$ cat src/hw/rtl/s2i64_pkg.sv
// ----------------------------------------------------------------------------
// s2i64_pkg
// shared types, constants and helpers of the string to int64 parser
// ----------------------------------------------------------------------------
package s2i64_pkg;

  localparam int OFFSET_BITS_DEF = 16;
  localparam int BASE_W          = 6;
  localparam int VALUE_W         = 64;
  localparam int END_OFFSET_W    = 16;
  localparam int STATUS_W        = 2;

  localparam logic [BASE_W-1:0] MAX_BASE     = 6'd36;
  localparam logic [BASE_W-1:0] DEFAULT_BASE = 6'd10;
  localparam logic [BASE_W-1:0] HEX_BASE     = 6'd16;
  localparam logic [BASE_W-1:0] OCT_BASE     = 6'd8;
  localparam logic [BASE_W-1:0] INVALID_BASE = 6'd1;

  localparam logic [7:0] CH_NUL   = 8'd0;
  localparam logic [7:0] CH_SPACE = 8'd32;
  localparam logic [7:0] CH_PLUS  = 8'h2b;
  localparam logic [7:0] CH_MINUS = 8'h2d;
  localparam logic [7:0] CH_ZERO  = 8'h30;
  localparam logic [7:0] CH_X_LO  = 8'h78;
  localparam logic [7:0] CH_X_UP  = 8'h58;
  localparam logic [7:0] NO_DIGIT = 8'hff;

  localparam logic [VALUE_W-1:0] POS_LIMIT = 64'h7fff_ffff_ffff_ffff;
  localparam logic [VALUE_W-1:0] NEG_LIMIT = 64'h8000_0000_0000_0000;

  typedef enum logic [STATUS_W-1:0] {
    ST_OK       = 2'd0,
    ST_BAD_BASE = 2'd1,
    ST_NO_DIGIT = 2'd2,
    ST_RANGE    = 2'd3
  } status_t;

  typedef enum logic [2:0] {
    PH_SKIP   = 3'd0,
    PH_SIGN   = 3'd1,
    PH_ZERO   = 3'd2,
    PH_ZEROX  = 3'd3,
    PH_DIGITS = 3'd4,
    PH_DRAIN  = 3'd5
  } phase_t;

  typedef struct packed {
    phase_t              phase;
    logic                is_negative;
    logic [VALUE_W-1:0]  magnitude;
    logic [BASE_W-1:0]   active_base;
    logic                overflowed;
    logic                digits_seen;
  } parse_state_t;

  localparam parse_state_t PARSE_RESET = '{
    phase:       PH_SKIP,
    is_negative: 1'b0,
    magnitude:   '0,
    active_base: '0,
    overflowed:  1'b0,
    digits_seen: 1'b0
  };

  typedef struct packed {
    logic               emit;
    logic [VALUE_W-1:0] value;
    status_t            status;
  } parse_result_t;

  function automatic logic [7:0] digit_worth(input logic [7:0] c);
    logic [7:0] w;
    w = NO_DIGIT;
    if (c >= 8'h30 && c <= 8'h39) begin
      w = c - 8'h30;
    end else if (c >= 8'h41 && c <= 8'h5a) begin
      w = c - 8'h37;
    end else if (c >= 8'h61 && c <= 8'h7a) begin
      w = c - 8'h57;
    end
    return w;
  endfunction

  function automatic logic is_space(input logic [7:0] c);
    return (c >= 8'd9 && c <= 8'd13) || (c == CH_SPACE);
  endfunction

endpackage

$ cat src/hw/rtl/s2i64_step.sv
// ----------------------------------------------------------------------------
// s2i64_step
// per-character parse step: next parser state, offset count and result
// ----------------------------------------------------------------------------
module s2i64_step #(
  parameter int OFFSET_BITS = s2i64_pkg::OFFSET_BITS_DEF
) (
  input  s2i64_pkg::parse_state_t      st,
  input  logic [OFFSET_BITS-1:0]       cnt,
  input  logic [s2i64_pkg::BASE_W-1:0] base_mode,
  input  logic [7:0]                   ch,
  output s2i64_pkg::parse_state_t      st_nxt,
  output logic [OFFSET_BITS-1:0]       cnt_nxt,
  output s2i64_pkg::parse_result_t     res
);

  localparam int PROD_W = s2i64_pkg::VALUE_W + s2i64_pkg::BASE_W;

  logic [7:0]                   worth;
  logic                         first;
  logic                         dstep;
  logic                         fin;
  logic                         bump;
  logic                         bump2;
  logic                         clear;
  logic [s2i64_pkg::BASE_W-1:0] b;
  logic [PROD_W-1:0]            prod;
  logic [PROD_W-1:0]            limit;
  logic [OFFSET_BITS-1:0]       cnt_a;

  assign worth = s2i64_pkg::digit_worth(ch);

  always_comb begin
    st_nxt     = st;
    res.emit   = 1'b0;
    res.value  = '0;
    res.status = s2i64_pkg::ST_OK;
    first      = 1'b0;
    dstep      = 1'b0;
    fin        = 1'b0;
    bump       = 1'b0;
    bump2      = 1'b0;
    clear      = 1'b0;
    b          = s2i64_pkg::DEFAULT_BASE;
    prod       = '0;
    limit      = '0;

    case (st.phase)
      s2i64_pkg::PH_SKIP: begin
        if (s2i64_pkg::is_space(ch)) begin
          bump = 1'b1;
        end else if (base_mode == s2i64_pkg::INVALID_BASE || base_mode > s2i64_pkg::MAX_BASE) begin
          res.emit   = 1'b1;
          res.status = s2i64_pkg::ST_BAD_BASE;
        end else begin
          st_nxt.active_base = base_mode;
          if (ch == s2i64_pkg::CH_MINUS || ch == s2i64_pkg::CH_PLUS) begin
            st_nxt.is_negative = (ch == s2i64_pkg::CH_MINUS);
            st_nxt.phase       = s2i64_pkg::PH_SIGN;
            bump               = 1'b1;
          end else begin
            first = 1'b1;
          end
        end
      end
      s2i64_pkg::PH_SIGN: begin
        first = 1'b1;
      end
      s2i64_pkg::PH_ZERO: begin
        if (ch == s2i64_pkg::CH_X_LO || ch == s2i64_pkg::CH_X_UP) begin
          st_nxt.phase = s2i64_pkg::PH_ZEROX;
        end else begin
          if (st.active_base == '0) begin
            st_nxt.active_base = s2i64_pkg::OCT_BASE;
          end
          dstep = 1'b1;
        end
      end
      s2i64_pkg::PH_ZEROX: begin
        if (worth < 8'(s2i64_pkg::HEX_BASE)) begin
          st_nxt.active_base = s2i64_pkg::HEX_BASE;
          bump               = 1'b1;
          dstep              = 1'b1;
        end else begin
          fin = 1'b1;
        end
      end
      s2i64_pkg::PH_DIGITS: begin
        dstep = 1'b1;
      end
      default: begin
        if (ch == s2i64_pkg::CH_NUL) begin
          st_nxt = s2i64_pkg::PARSE_RESET;
          clear  = 1'b1;
        end
      end
    endcase

    // leading zero may open a prefix or an octal number
    if (first) begin
      if ((st_nxt.active_base == '0 || st_nxt.active_base == s2i64_pkg::HEX_BASE) &&
          ch == s2i64_pkg::CH_ZERO) begin
        st_nxt.digits_seen = 1'b1;
        st_nxt.magnitude   = '0;
        st_nxt.phase       = s2i64_pkg::PH_ZERO;
        bump               = 1'b1;
      end else begin
        if (st_nxt.active_base == '0) begin
          st_nxt.active_base = s2i64_pkg::DEFAULT_BASE;
        end
        dstep = 1'b1;
      end
    end

    // digit accumulate with saturation check
    if (dstep) begin
      b = st_nxt.active_base;
      if (b < 6'd2 || b > s2i64_pkg::MAX_BASE) begin
        b = s2i64_pkg::DEFAULT_BASE;
      end
      st_nxt.phase = s2i64_pkg::PH_DIGITS;
      if (worth >= 8'(b)) begin
        fin = 1'b1;
      end else begin
        prod  = {{s2i64_pkg::BASE_W{1'b0}}, st_nxt.magnitude} *
                {{s2i64_pkg::VALUE_W{1'b0}}, b} + PROD_W'(worth);
        limit = {{s2i64_pkg::BASE_W{1'b0}},
                 st_nxt.is_negative ? s2i64_pkg::NEG_LIMIT : s2i64_pkg::POS_LIMIT};
        if (!st_nxt.overflowed) begin
          if (prod > limit) begin
            st_nxt.overflowed = 1'b1;
          end else begin
            st_nxt.magnitude = prod[s2i64_pkg::VALUE_W-1:0];
          end
        end
        st_nxt.digits_seen = 1'b1;
        bump2              = 1'b1;
      end
    end

    if (fin) begin
      res.emit = 1'b1;
      if (!st_nxt.digits_seen) begin
        res.status = s2i64_pkg::ST_NO_DIGIT;
      end else if (st_nxt.overflowed) begin
        res.status = s2i64_pkg::ST_RANGE;
        res.value  = st_nxt.is_negative ? s2i64_pkg::NEG_LIMIT : s2i64_pkg::POS_LIMIT;
      end else begin
        res.value  = st_nxt.is_negative ? ('0 - st_nxt.magnitude) : st_nxt.magnitude;
      end
    end

    if (res.emit) begin
      if (ch == s2i64_pkg::CH_NUL) begin
        st_nxt = s2i64_pkg::PARSE_RESET;
        clear  = 1'b1;
      end else begin
        st_nxt.phase = s2i64_pkg::PH_DRAIN;
      end
    end
  end

  // saturating character count, up to two bumps per character
  always_comb begin
    cnt_a = cnt;
    if (bump && cnt_a != '1) begin
      cnt_a = cnt_a + 1'b1;
    end
    cnt_nxt = cnt_a;
    if (bump2 && cnt_nxt != '1) begin
      cnt_nxt = cnt_nxt + 1'b1;
    end
    if (clear) begin
      cnt_nxt = '0;
    end
  end

endmodule

$ cat src/hw/rtl/string_to_int64_parser_core.sv
// ----------------------------------------------------------------------------
// string_to_int64_parser_core
// strtoll-style parser: one character per request in, one value per string out
// ----------------------------------------------------------------------------
// Takes one character every cycle and sustains that rate as long as results
// are taken; the result for the character ending a number is registered. The
// per-character 64x6 multiply-add with its range compare, between the character
// register and the parser state register, sets the clock rate.
// Characters that produce no result drain freely; while a result waits at a
// stalled output the next character waits in the input register.
module string_to_int64_parser_core #(
  parameter int OFFSET_BITS = s2i64_pkg::OFFSET_BITS_DEF
) (
  input  logic                                clk,
  input  logic                                rst_n,
  input  logic                                cfg_wr_en,
  input  logic [s2i64_pkg::BASE_W-1:0]        cfg_wr_data,
  input  logic                                in_valid,
  output logic                                in_stall,
  input  logic [7:0]                          in_ch,
  output logic                                out_valid,
  input  logic                                out_stall,
  output logic signed [s2i64_pkg::VALUE_W-1:0] out_value,
  output logic [s2i64_pkg::END_OFFSET_W-1:0]  out_end_offset,
  output logic [s2i64_pkg::STATUS_W-1:0]      out_status
);

  logic                         in_vld_r;
  logic                         in_vld_nxt;
  logic [7:0]                   in_ch_r;
  logic                         go;
  logic                         accept;
  logic [s2i64_pkg::BASE_W-1:0] base_r;
  s2i64_pkg::parse_state_t      st_r;
  s2i64_pkg::parse_state_t      st_nxt;
  logic [OFFSET_BITS-1:0]       cnt_r;
  logic [OFFSET_BITS-1:0]       cnt_nxt;
  s2i64_pkg::parse_result_t     res;
  logic                         out_valid_r;
  logic                         out_valid_nxt;
  logic [OFFSET_BITS+s2i64_pkg::END_OFFSET_W-1:0] off_ext;

  assign go       = in_vld_r && !(out_valid_r && out_stall);
  assign in_stall = in_vld_r && !go;
  assign accept   = in_valid && !in_stall;

  always_comb begin
    in_vld_nxt = in_vld_r;
    if (accept) begin
      in_vld_nxt = 1'b1;
    end else if (go) begin
      in_vld_nxt = 1'b0;
    end
  end

  always_comb begin
    out_valid_nxt = out_valid_r && out_stall;
    if (go) begin
      out_valid_nxt = res.emit;
    end
  end

  s2i64_step #(
    .OFFSET_BITS (OFFSET_BITS)
  ) u_step (
    .st        (st_r),
    .cnt       (cnt_r),
    .base_mode (base_r),
    .ch        (in_ch_r),
    .st_nxt    (st_nxt),
    .cnt_nxt   (cnt_nxt),
    .res       (res)
  );

  // offset only reported on a good or out-of-range result
  assign off_ext = {{s2i64_pkg::END_OFFSET_W{1'b0}}, cnt_r};

  always_ff @(posedge clk) begin
    if (!rst_n) begin
      in_vld_r    <= 1'b0;
      out_valid_r <= 1'b0;
      base_r      <= s2i64_pkg::DEFAULT_BASE;
      st_r        <= s2i64_pkg::PARSE_RESET;
      cnt_r       <= '0;
    end else begin
      in_vld_r    <= in_vld_nxt;
      out_valid_r <= out_valid_nxt;
      if (cfg_wr_en) begin
        base_r <= cfg_wr_data;
      end
      if (go) begin
        st_r  <= st_nxt;
        cnt_r <= cnt_nxt;
      end
    end
  end

  always_ff @(posedge clk) begin
    if (accept) begin
      in_ch_r <= in_ch;
    end
    if (go && res.emit) begin
      out_value  <= res.value;
      out_status <= res.status;
      if (res.status == s2i64_pkg::ST_OK || res.status == s2i64_pkg::ST_RANGE) begin
        out_end_offset <= off_ext[s2i64_pkg::END_OFFSET_W-1:0];
      end else begin
        out_end_offset <= '0;
      end
    end
  end

  assign out_valid = out_valid_r;

endmodule

$ cat config.mk
export PLATFORM = sky130hd
export DESIGN_NAME = string_to_int64_parser_core
export DESIGN_NICKNAME = d
export VERILOG_FILES = /design/src/hw/rtl/s2i64_pkg.sv /design/src/hw/rtl/s2i64_step.sv /design/src/hw/rtl/string_to_int64_parser_core.sv
export SDC_FILE = /design/constraint.sdc
export NUM_CORES = 1
export LEC_CHECK = 0
export BUFFER_PORTS_ARGS = -buffer_cell sky130_fd_sc_hd__buf_2
export CORE_MARGIN = 5
export CORE_UTILIZATION = 40
export CTS_CLUSTER_SIZE = 14
export DETAILED_ROUTE_END_ITERATION = 10
export HOLD_SLACK_MARGIN = 0.15
export SETUP_SLACK_MARGIN = 0.02
export SYNTH_ARGS = -nofsm -noshare
export SYNTH_HDL_FRONTEND = slang
export SYNTH_SLANG_ARGS = --single-unit
$ cat constraint.sdc
create_clock -name clk -period 38.7 [get_ports clk]
set_clock_uncertainty 0.1 [all_clocks]
set_input_delay 9.675 -clock clk [delete_from_list [all_inputs] [get_ports clk]]
set_output_delay 9.675 -clock clk [all_outputs]
set_load 0.01 [all_outputs]
==> insert_results.sql, run 1 <==
INSERT INTO impl_metrics (metric_group, metric, value, unit) VALUES
('run_status', 'status', 'finished clean', ''),
('global_routing', 'vias_in_the_first_global_route', '26100', ''),
('floorplan', 'die_h', '275', 'um'),
('placed_design', 'numPortBuffers', '102', ''),
('global_routing', 'grtUsageTotal', '25.7', '%'),
('cts', 'cts.path.max_buffers', '2', ''),
('drt', 'top_signal_layer_used', 'met5', ''),
('finish', 'final_cells', '4481', ''),
('timing', 'worst_slack', '18.83', 'ns'),
('placed_design', 'dpl-instance-area', '29200', 'um^2'),
('floorplan', 'die-width', '275', 'um'),
('cts', 'clkSinkCount', '190', ''),
('floorplan', 'core-area', '69800', 'um^2'),
('timing', 'max_slew.worst_pin.slew', '1.17', 'ns'),
('timing', 'holdWs', '0.419', 'ns'),
('power_and_ir_drop', 'p_leak', '13.4', 'nW'),
('cts', 'clk_pin_slew_worst_paths', '0.08', 'ns'),
('synth', 'postSynth.topFlopCell', 'sky130_fd_sc_hd__dfxtp_1', ''),
('power_and_ir_drop', 'power.combinational.fraction', '18.4', '%'),
('power_and_ir_drop', 'seqPwrFrac', '43.5', '%'),
('finish', 'area_growth', '6.25', '%'),
('placed_design', 'hpwl_after_dpl', '73300', 'um'),
('power_and_ir_drop', 'power_switching', '182', 'uW'),
('global_routing', 'grt_pass1_wl', '153000', 'um'),
('drt', 'route.detailed.vias_per_inst', '6.01', ''),
('floorplan', 'die_area', '75600', 'um^2'),
('drt', 'route.layer.met1.wl', '43000', 'um'),
('finish', 'finalCoreUtilization', '42.8', '%'),
('timing', 'finalHoldViolations', '0', ''),
('synth', 'synthArstFlopShare', '0', '%'),
('cts', 'cts_root_buf', 'sky130_fd_sc_hd__clkbuf_16', ''),
('drt', 'route.final.wire_length', '97900', 'um'),
('synth', 'synth_cell_types', '107', ''),
('finish', 'post-route-cell-area', '29800', 'um^2'),
('power_and_ir_drop', 'vdd_ir_drop_max', '0.0342', 'mV'),
('drt', 'detail-route-antenna-nets', '0', ''),
('drt', 'detail_route.drc_violations', '0', ''),
('cts', 'cts_h_tree_depth', '4', ''),
('worst_setup_path', 'critPathCapture', 'in_stall', ''),
('timing', 'grt_setup_unrepaired', 'no', ''),
('finish', 'insertedDiodeCount', '0', ''),
('power_and_ir_drop', 'power_switching_share', '35.9', '%'),
('placed_design', 'worst_slack_at_placement', '18.83', 'ns'),
('global_routing', 'grt_overflow_total', '0', ''),
('floorplan', 'num_io_pins', '103', ''),
('worst_setup_path', 'crit_path_start_kind', 'primary input', ''),
('synth', 'edff_count_synth', '90', ''),
('power_and_ir_drop', 'cell_internal_pwr', '324', 'uW'),
('drt', 'drt-pass1-iter-count', '6', ''),
('synth', 'ys_warn_count', '0', ''),
('synth', 'netlist_area', '28100', 'um^2'),
('placed_design', 'numPlacedInstances', '4450', ''),
('worst_setup_path', 'required', '28.93', 'ns'),
('cts', 'cts_hold_buffers', '0', ''),
('timing', 'finalWorstPathRequiredPeriod', '19.87', 'ns'),
('cts', 'clock_latency', '0.53', 'ns'),
('timing', 'timing.final.max_slew_violations', '0', ''),
('worst_setup_path', 'rr_worst_depth', '54', ''),
('worst_setup_path', 'cp-end-kind', 'primary output', ''),
('finish', 'drive_above_1_share', '7.17', '%'),
('global_routing', 'grt_antenna_before_repair', '3', ''),
('synth', 'synth_fp_nets', '4098', ''),
('finish', 'nFillCells', '7192', ''),
('floorplan', 'row_count', '97', ''),
('worst_setup_path', 'worstReg2RegStart', 'in_ch_r[1]$_DFFE_PP_', ''),
('drt', 'met2WireLength', '43800', 'um'),
('worst_setup_path', 'startpoint', 'out_stall', ''),
('timing', 'max_slew_margin', '21.3', '%'),
('timing', 'aggregate_negative_setup_slack', '0', 'ns'),
('drt', 'violation_count_after_the_first_detailed_routing_iteration', '2873', ''),
('synth', 'synthesized_instance_count', '3600', '');
==> synthesized netlist by cell type (23+ instances only) <==
cell type	n	area (um^2)
sky130_fd_sc_hd__a211oi_1	23	173
sky130_fd_sc_hd__a21o_1	43	323
sky130_fd_sc_hd__a21oi_1	257	1290
sky130_fd_sc_hd__a22oi_1	34	255
sky130_fd_sc_hd__a31oi_1	49	307
sky130_fd_sc_hd__and2_1	63	394
sky130_fd_sc_hd__and3_1	41	257
sky130_fd_sc_hd__clkbuf_1	202	758
sky130_fd_sc_hd__dfxtp_1	100	2000
sky130_fd_sc_hd__edfxtp_1	90	2700
sky130_fd_sc_hd__fa_1	254	5080
sky130_fd_sc_hd__ha_1	225	2820
sky130_fd_sc_hd__inv_1	294	1100
sky130_fd_sc_hd__mux2i_1	43	430
sky130_fd_sc_hd__nand2_1	346	1300
sky130_fd_sc_hd__nand3_1	235	1180
sky130_fd_sc_hd__nand4_1	45	282
sky130_fd_sc_hd__nor2_1	454	1700
sky130_fd_sc_hd__nor3_1	77	385
sky130_fd_sc_hd__nor4_1	31	194
sky130_fd_sc_hd__o211ai_1	35	263
sky130_fd_sc_hd__o21ai_0	139	696
sky130_fd_sc_hd__o31ai_1	25	188
sky130_fd_sc_hd__or3_1	29	181
sky130_fd_sc_hd__xnor2_1	77	674
sky130_fd_sc_hd__xor2_1	31	272
==> state kept, by name, indices dropped and copies added, names as in the netlist <==
signal	count
out_end_offset	16
out_value	64
cnt_r	16
st_r	76
out_status	2
in_vld_r	1
in_ch_r	8
out_valid	1
base_r	6
==> cells in the final DEF (no fill, tap or decap), types with 76 or more instances in the layout <==
cell                         n
sky130_fd_sc_hd__a21oi_1   256
sky130_fd_sc_hd__buf_2     102
sky130_fd_sc_hd__dfxtp_1   100
sky130_fd_sc_hd__edfxtp_1   90
sky130_fd_sc_hd__fa_1      254
sky130_fd_sc_hd__ha_1      225
sky130_fd_sc_hd__inv_1     292
sky130_fd_sc_hd__nand2_1   344
sky130_fd_sc_hd__nand3_1   235
sky130_fd_sc_hd__nor2_1    450
sky130_fd_sc_hd__nor3_1     76
sky130_fd_sc_hd__o21ai_0   139
sky130_fd_sc_hd__xnor2_1    77
==> worst min path at each step <==
| stage | endpoint | slack [ns] | from | cells past startpoint |
|---|---|---|---|---|
| 2_1_floorplan | st_r[27]$_SDFFE_PN0P_ | 0.35 | st_r[27]$_SDFFE_PN0P_ | 2 |
| 3_3_place_gp | st_r[72]$_SDFFE_PN0P_ | 0.39 | st_r[72]$_SDFFE_PN0P_ | 2 |
| 3_5_place_dp | cnt_r[11]$_SDFFE_PN0P_ | 0.40 | cnt_r[11]$_SDFFE_PN0P_ | 2 |
| 4_1_cts | cnt_r[11]$_SDFFE_PN0P_ | 0.42 | cnt_r[11]$_SDFFE_PN0P_ | 2 |
| 5_1_grt | st_r[72]$_SDFFE_PN0P_ | 0.45 | st_r[72]$_SDFFE_PN0P_ | 2 |
| 6_report | cnt_r[11]$_SDFFE_PN0P_ | 0.42 | cnt_r[11]$_SDFFE_PN0P_ | 2 |
==> critical path: stages <==
cell and delay (ns):
sky130_fd_sc_hd__buf_2 0.10, sky130_fd_sc_hd__and3_1 0.18, sky130_fd_sc_hd__buf_2 0.14
==> layout make-up <==
type	count	area [um^2]	share of cell area (%)
repair buffers	141	803	2.69
clock inverters	12	143	0.478
well taps	940	1180	3.94
inverters	298	1120	3.76
clock buffers	19	443	1.48
flip-flops and latches	190	4700	15.8
multi-input cells	2881	21400	71.9
==> per-layer routing <==
metal,vias to the layer above,track usage [%]
met5,-,0
met4,4,6.76
met3,158,5.05
met2,1213,40.7
met1,13100,36.1
li1,12400,-
==> kinds of logic (layout without fill, tap and decap cells) <==
| family | after synthesis | count (layout) | share of synthesized area (%) |
|---|---|---|---|
| adder cells (fa/ha/maj) | 479 | 479 | 28.1 |
| multiplexers | 63 | 63 | 2.35 |
| XOR/XNOR | 108 | 108 | 3.37 |
| flip-flops | 190 | 190 | 16.8 |
| buffers and inverters | 529 | 470 | 7.19 |
| AND/OR/NAND/NOR | 1451 | 1451 | 24.5 |
| AO/OA/AOI/OAI | 780 | 780 | 17.7 |
==> power by group through the flow <==
stage	Sequential, mW	Clock [mW]	Combinational [mW]
2_1_floorplan	0.224	0	0.0530
3_3_place_gp	0.225	0	0.0909
3_5_place_dp	0.224	0	0.0909
4_1_cts	0.220	0.198	0.0913
5_1_grt	0.221	0.205	0.0991
6_report	0.220	0.193	0.0932
Power figures use the tool's default switching activity.
==> inputs of run 2 (changes only) <==
- ABC_AREA: unset -> 1
- clock period: 38.7 -> 17.79 ns (I/O delays scaled with it)
==> run 2 against run 1 <==
Cell count up 14%; largest cell class unchanged; register-to-register slack worse by 19 ns; critical endpoint is now out_value[58]$_SDFFCE_PN0P_; critical path type is now reg2reg; non-clock buffer count down 11.
==> insert_results.sql, run 2 <==
INSERT INTO impl_metrics (metric_group, metric, value, unit) VALUES
('synth', 'synth_area_leaders', 'sky130_fd_sc_hd__fa_1, sky130_fd_sc_hd__nand2_1, sky130_fd_sc_hd__ha_1', ''),
('synth', 'synth_top_area_cell', 'sky130_fd_sc_hd__fa_1', ''),
('drt', 'drt-pass1-iter-count', '8', ''),
('global_routing', 'grtUsageTotal', '23.2', '%'),
('synth', 'synthMostInstantiatedCell', 'sky130_fd_sc_hd__nand2_1', ''),
('synth', 'synth_fa_ha_area_share', '28.2', '%'),
('worst_setup_path', 'max_stage_delay', '0.85', 'ns'),
('power_and_ir_drop', 'vdd_ir_drop_max', '0.0675', 'mV'),
('worst_setup_path', 'cp-end-kind', 'flip-flop', ''),
('synth', 'synth_fp_nets', '4625', ''),
('finish', 'num-nets-final', '4647', ''),
('drt', 'route.detailed.vias_per_inst', '5.22', ''),
('synth', 'postSynthRegisterBits', '190', ''),
('power_and_ir_drop', 'powerDensity', '42.8', 'nW/um^2'),
('worst_setup_path', 'crit_path_start_kind', 'flip-flop', ''),
('job', 'drv.max_cap_violation_count', '0', ''),
('synth', 'synth-simple-area-share', '28.6', '%'),
('finish', 'largest_registers', 'st_r x76, out_value x64', ''),
('finish', 'finalCoreUtilization', '42.9', '%'),
('cts', 'cts_buffers', '17', ''),
('cts', 'cts_h_tree_depth', '4', ''),
('worst_setup_path', 'required', '17.92', 'ns'),
('floorplan', 'row_count', '97', ''),
('worst_setup_path', 'slowest_stage', 'sky130_fd_sc_hd__nand3_2', ''),
('cts', 'tritoncts', 'built', ''),
('placed_design', 'hpwl_after_dpl', '72300', 'um'),
('drt', 'violation_count_after_the_first_detailed_routing_iteration', '2411', ''),
('cts', 'post-cts-setup-buffers', '0', ''),
('worst_setup_path', 'worst-path-buf-inv', '7', ''),
('cts', 'clk_pin_slew_worst_paths', '0.09', 'ns'),
('timing', 'aggregate_negative_setup_slack', '0', 'ns'),
('global_routing', 'vias_in_the_first_global_route', '25500', ''),
('worst_setup_path', 'criticalPathCategory', 'reg2reg', ''),
('timing', 'setup_viol', '0', ''),
('synth', 'synth_xor_xnor_area_share', '2.56', '%'),
('placed_design', 'dpl-instance-area', '29300', 'um^2'),
('worst_setup_path', 'crit_path_max_fanout', '45', ''),
('power_and_ir_drop', 'p_leak', '16.2', 'nW'),
('hold_path', 'holdCritPathClass', 'reg2reg', ''),
('timing', 'max_slew.worst_pin.slew', '1.13', 'ns'),
('synth', 'ys_warn_count', '0', ''),
('cts', 'cts.path.max_buffers', '2', ''),
('synth', 'synthesized_instance_count', '4127', ''),
('synth', 'synth_top_cell_area_share', '18.1', '%'),
('drt', 'detail-route-antenna-nets', '0', ''),
('finish', 'drive_above_1_share', '6.51', '%'),
('timing', 'fmaxAchievable', '63.2', 'MHz'),
('placed_design', 'gp_routability_congestion', '1.02', ''),
('timing', 'finalHoldViolations', '0', ''),
('cts', 'clock_latency', '0.47', 'ns'),
('floorplan', 'die_area', '75500', 'um^2'),
('finish', 'largest_register', 'st_r', ''),
('floorplan', 'num_io_pins', '103', ''),
('cts', 'clkSinkCount', '190', ''),
('synth', 'synth_cell_types', '63', ''),
('floorplan', 'start_util', '40.2', '%'),
('synth', 'synth-compound-area-share', '12.0', '%'),
('placed_design', 'worst_slack_at_placement', '2.11', 'ns'),
('finish', 'insertedDiodeCount', '0', ''),
('timing', 'timing.final.max_slew_violations', '0', ''),
('power_and_ir_drop', 'fin_total_pwr', '1.28', 'mW'),
('timing', 'max_slew_margin', '24.3', '%'),
('worst_setup_path', 'crit_path_frequent_cell', 'sky130_fd_sc_hd__nand2_1', ''),
('timing', 'timing.final.crit_share', '88.9', '%'),
('placed_design', 'numPortBuffers', '102', ''),
('synth', 'dominant_combinational_cell_family_by_area_after_synthesis', 'simple AND/OR/NAND/NOR gates', ''),
('synth', 'postSynth.topFlopCell', 'sky130_fd_sc_hd__dfxtp_1', ''),
('run_status', 'status', 'finished clean', ''),
('synth', 'netlist_area', '28100', 'um^2'),
('synth', 'syn-mean-instance-area', '6.80', 'um^2'),
('timing', 'worst_slack', '1.97', 'ns'),
('cts', 'postCtsResizedCells', '0', ''),
('global_routing', 'grt_overflow_total', '0', ''),
('drt', 'route.final.wire_length', '88300', 'um'),
('worst_setup_path', 'cell_family_contributing_the_most_delay_on_the_critical_path', 'simple AND/OR/NAND/NOR gates', ''),
('synth', 'ys_seq_area_share', '16.8', '%'),
('finish', 'final-seq-area', '4700', 'um^2'),
('finish', 'nFillCells', '7327', ''),
('drt', 'drt-wirelength-per-cell', '17.3', 'um'),
('floorplan', 'die-width', '275', 'um'),
('synth', 'synthArstFlopShare', '0', '%'),
('synth', 'edff_count_synth', '90', ''),
('finish', 'most_frequent_standard_cell_in_the_layout_excluding_fill_and_tap_cells', 'sky130_fd_sc_hd__nand2_1', ''),
('synth', 'synth_common_cells', 'sky130_fd_sc_hd__nand2_1, sky130_fd_sc_hd__inv_1, sky130_fd_sc_hd__nor2_1', ''),
('timing', 'grt_setup_unrepaired', 'no', ''),
('drt', 'via_count', '26600', ''),
('finish', 'most_frequent_cells_in_the_layout', 'sky130_fd_sc_hd__nand2_1, sky130_fd_sc_hd__inv_1, sky130_fd_sc_hd__nor2_1, sky130_fd_sc_hd__a21oi_1, sky130_fd_sc_hd__fa_1', ''),
('finish', 'number_of_flip_flops_in_the_largest_register', '76', ''),
('global_routing', 'grt_antenna_before_repair', '0', ''),
('cts', 'cts_hold_buffers', '0', ''),
('finish', 'area_growth', '6.63', '%'),
('finish', 'multi_input_area', '20000', 'um^2'),
('synth', 'share_of_cell_area_taken_by_muxes_after_synthesis', '0', '%'),
('drt', 'detail_route.drc_violations', '0', ''),
('floorplan', 'die_h', '275', 'um'),
('finish', 'post-route-cell-area', '29900', 'um^2'),
('global_routing', 'grt_max_degree', '83', ''),
('worst_setup_path', 'critical_path_arrival', '15.94', 'ns'),
('cts', 'cts_root_buf', 'sky130_fd_sc_hd__clkbuf_16', ''),
('timing', 'finalWorstPathRequiredPeriod', '15.82', 'ns'),
('global_routing', 'grt_pass1_wl', '140000', 'um'),
('floorplan', 'core-area', '69800', 'um^2');
run 2: changes by cell type after synthesis, sizes merged, moves of 54 or more:
cell	change
xnor2	-54
and2	-69
nor2	+68
clkbuf	-129
inv	+416
nand2	+713
run 2: metrics by stage:
| step | hold WS [ns] | instances |
|---|---|---|
| floorplan | 0.345 | 4127 |
| CTS | 0.368 | 5102 |
| global placement | 0.353 | 5070 |
| finish | 0.368 | 5102 |
| global route | 0.382 | 5102 |
| detailed placement | 0.356 | 5070 |
run 2: layout make-up:
type | instances | area share [%]
Clock buffer | 18 | 1.43
Clock inverter | 14 | 0.514
Inverter | 716 | 8.99
Multi-Input combinational cell | 3094 | 67.0
Sequential cell | 190 | 15.7
Tap cell | 940 | 3.93
Timing Repair Buffer | 130 | 2.41
run 2: worst paths after layout:
check	start	endpoint	slack [ns]	depth (start not counted)
setup / recovery	in_ch_r[1]$_DFFE_PP_	out_value[58]$_SDFFCE_PN0P_	1.97	68
hold / removal	st_r[44]$_SDFFE_PN0P_	st_r[44]$_SDFFE_PN0P_	0.37	2
setup reg to reg	in_ch_r[1]$_DFFE_PP_	out_value[58]$_SDFFCE_PN0P_	1.97	68
hold reg to reg	st_r[44]$_SDFFE_PN0P_	st_r[44]$_SDFFE_PN0P_	0.37	2
run 2: cells by family after synthesis:
kind of cell	Yosys count
compound gates	609
xor+xnor	82
fa+ha+maj	479
buf+inv	843
flops	190
simple gates	1924
run 2: power by group:
part           switching (mW)  leakage (nW)  internal (mW)
Combinational           0.296          14.3          0.103
Clock                   0.204         0.280          0.187
Sequential             0.0101          1.63          0.478
Total                   0.511          16.2          0.769
run 2: layer usage:
metal	part of all wire, %	GRT usage (%)	vias to the layer above	wire, um
li1	-	-	13100	-
met1	47	33.9	12500	41600
met2	43	36.2	910	38200
met3	7.5	3.51	123	6620
met4	2.1	5.48	0	1890
met5	0	0	-	0
run 2: worst reg2reg max path: cells and delay by family (launching register included):
| family | cells | cell delay (ns) |
|---|---|---|
| xor gates and xnor gates | 1 | 0.37 |
| and+or+nand+nor | 37 | 6.41 |
| buffers and inverters | 7 | 1.14 |
| DFF | 1 | 0.49 |
| AOI/OAI and AO/OA | 15 | 3.84 |
| adders and majority gates | 8 | 3.22 |
